**config.mk**
```make
export PLATFORM = sky130hd
export DESIGN_NAME = mtq_smin
export DESIGN_NICKNAME = d
export VERILOG_FILES = /design/src/sv/mtq_pkg.sv /design/src/sv/mtq_smin.sv
export SDC_FILE = /design/constraint.sdc
export NUM_CORES = 1
export LEC_CHECK = 0
export ABC_AREA = 1
export BUFFER_PORTS_ARGS = -buffer_cell sky130_fd_sc_hd__buf_4
export CAP_MARGIN = 20
export CORE_ASPECT_RATIO = 0.8
export CORE_UTILIZATION = 34
export DETAILED_ROUTE_END_ITERATION = 12
export PLACE_DENSITY = 0.76
export SETUP_SLACK_MARGIN = 0.05
export SLEW_MARGIN = 20
export SYNTH_ARGS = -nofsm -noshare
export SYNTH_HDL_FRONTEND = slang
export SYNTH_SLANG_ARGS = --single-unit
```
**constraint.sdc**
```tcl
create_clock -name vclk -period 2.8
set_clock_uncertainty 0.05 [all_clocks]
set_input_delay 0.56 -clock vclk [all_inputs]
set_output_delay 0.56 -clock vclk [all_outputs]
set_load 0.005 [all_outputs]
```
**src/sv/mtq_pkg.sv**
```systemverilog
// Shared types and constants for the min-tracking queue.
// Used by every module of the block; depends on nothing else.
`default_nettype none

package mtq_pkg;

    // Storage size and derived widths
    localparam int QUEUE_CAPACITY = 64;
    localparam int DATA_W         = 32;
    localparam int ADDR_W         = (QUEUE_CAPACITY > 1) ? $clog2(QUEUE_CAPACITY) : 1;
    localparam int CNT_W          = $clog2(QUEUE_CAPACITY + 1);
    localparam int COUNT_OUT_W    = 7;
    localparam int STATUS_W       = 2;

    // Result status codes
    localparam logic [STATUS_W-1:0] STATUS_OK    = 2'd0;
    localparam logic [STATUS_W-1:0] STATUS_FULL  = 2'd1;
    localparam logic [STATUS_W-1:0] STATUS_EMPTY = 2'd2;

    // Input action codes
    localparam logic ACT_ENQ = 1'b0;
    localparam logic ACT_DEQ = 1'b1;

    // Output beat layout
    localparam int OUT_DATA_W = 80;

    // Sequencer states
    typedef enum logic [2:0] {
        S_IDLE,
        S_DECIDE,
        S_MOVE_RD,
        S_MOVE_WR,
        S_POP_RD,
        S_POP_WR,
        S_MIN
    } t_state;

    // Operand pair for the shared minimum unit
    typedef struct packed {
        logic [DATA_W-1:0] a;
        logic [DATA_W-1:0] b;
    } t_min_req;

endpackage

`default_nettype wire

```
**src/sv/mtq_smin.sv**
```systemverilog
// Shared signed minimum unit of the min-tracking queue.
// Depends on mtq_pkg for the operand struct and data width.
`default_nettype none

module mtq_smin (
    input  wire mtq_pkg::t_min_req        i_req,
    output logic [mtq_pkg::DATA_W-1:0]    o_min
);

    logic w_a_less;

    // Compare as two's complement and pick the smaller
    assign w_a_less = $signed(i_req.a) < $signed(i_req.b);
    assign o_min    = w_a_less ? i_req.a : i_req.b;

endmodule

`default_nettype wire

```
==> out/results.ini <==
[routing]
wl_per_cell_um=13.7
drt_wl_total_um=5490
drc=0
final_antenna_net_count=0
via_count=2040
via_per_inst=5.10
first_iter_violations=71
drt_pre_antenna_iters=7

[critical_path]
crit_arrival_ns=2.25
max_stage_delay_ns=0.24
crit_chain=buf_6 > ha_4 > a21oi_2 > nor2_1 > nor2_1 > nand3_1 > a21oi_4 > nand2_4 > nand2_4 > buf_12 > buf_12 > nand3_1 > nand2_1 > buf_4
cp_num_buf_inv=4
start_kind=input pin
end_kind=output port
cp_top_family=simple AND/OR/NAND/NOR gates
setup.worst_path.class=in -> out
cp_max_fo=8
crit_required_ns=2.19
slowest_stage=ha_4

[global_route]
grt-ovfl-total=0
met2_usage_pct=43.5
grt_use_total_pct=23.3
grt.busiest_layer=met2
grt_pass1_vias=1878
use_met1_pct=30.3
grt_max_degree=17
grt_antenna_before_repair=0
grt_pass1_wl_um=8170
grt_use_met3_pct=0.856

[floorplanning]
die_area_um2=4280
die_w_um=72.9
fp.coreArea_um2=3830
start_util_pct=35.7
rows=20
die_y_um=58.7
io_pins=96

[place]
post-place-ws_ns=-0.0270
gp_congestion=0.748
place_area_um2=2200
numPortBuffers=96
placed_cells=396
dpl.hpwl_um=3490

[run]
cap_viol_max_count=0

[power_and_ir_drop]
total_power_mw=0.684
p_per_area_nw_per_um2=244
vdd_drop_max_v=0.000116
p_leak_nw=1.51

[min_path]
hold_path_class=in -> out

[final_layout]
n_clock_buffer=0
final_area_um2=2800
areaGrowthSynthToFinish_pct=105
nNetsFinal=442
design.seq.count=0
fin_util_pct=73.2
antenna_cells=0
register_area_um2=0
final-instance-count-excl-fill=400
drive_gt1_share_pct=57.7

[status]
outcome=finished, violations left
violations=negative setup slack

[sta]
hold_viol_final=0
min_period_ns=2.86
finalSetupTns_ns=-1.25
fmax_ghz=0.350
setup_ws_ns=-0.0599
tightest_slew_ns=0.213
slew_violations=0
setup_violations=31
period_share_pct=102
slew_headroom_pct=85.8
holdWs_ns=1.37
rsz0062_at_grt=yes

[synth]
synth_fp_nets=341
syn_avg_cell_area_um2=5.56
yosys_warnings=0
ys_seq_area_share_pct=0
synthesis.area_um2=1370
synthCells=246
yosys.cell_types.count=15

[clock_network]
ctsHoldBuffers=0

==> final timing paths <==
path | slack, ns | depth (start not counted) | startpoint | endpoint
setup / recovery | -0.06 | 14 | i_req[53] | o_min[1]
hold / removal | 1.37 | 4 | i_req[24] | o_min[24]
==> cells by family after synthesis <==
| logic type | synth area share [%] |
|---|---|
| buf+inv | 17.8 |
| compound gates | 7.59 |
| simple gates | 46.2 |
| fa+ha+maj | 28.4 |
==> power breakdown <==
group | internal, mW | total, mW | switching (mW) | leakage [nW]
combinational | 0.369 | 0.684 | 0.315 | 1.51
clock | 0 | 0 | 0 | 0
sequential | 0 | 0 | 0 | 0
==> repair_timing <==
| action | CTS | global route |
|---|---|---|
| pin swaps | 51 | 37 |
| endpoints found under the setup margin | 32 | 32 |
| buffers inserted | 1 | 1 |
| gates resized for setup | 51 | 62 |
| cloned | 1 | 1 |
==> Yosys cell counts <==
cell	count	share of area, %
buf_2	3	1.1
inv_1	40	11
o21ai_1	1	0.37
nand2_1	62	17
nand4_1	1	0.46
buf_4	6	3.3
nand2_2	3	1.4
nor3_1	2	0.73
nand3_1	66	24
o21ai_0	5	1.8
nor2_1	9	2.5
a21oi_1	13	4.8
ha_1	31	28
a21oi_2	1	0.64
buf_6	3	2.5
==> final cells by class <==
class / instances / area, µm²
timing repair buffer: 111 / 1000
multi-input combinational: 194 / 1570
fill: 314 / 1030
tap: 55 / 68.8
inverter: 40 / 158
==> worst min-delay path, cell delays in order <==
cell     delay [ns]
buf_4          0.08
nand3_1        0.06
nand2_1        0.06
buf_4          0.10
==> cell usage in the layout, fill, tap and decap left out, types with 5 or more instances in the layout <==
master   instances
nor2_1           6
inv_2           14
nand2_2         15
ha_1            10
nand2_1         47
a21oi_1          8
buf_12           5
buf_4           88
ha_4            19
a21oi_2          5
nand3_2         20
nand3_1         45
inv_1           23
buf_6           15
==> layer usage <==
layer	share of wire, %	wire (µm)	up-vias
li1	-	-	1011
met1	42	2320	935
met2	51	2820	90
met3	5.8	316	4
met4	0.46	25	0
met5	0	0	-
Note: power is estimated with default switching activity, not from simulation.
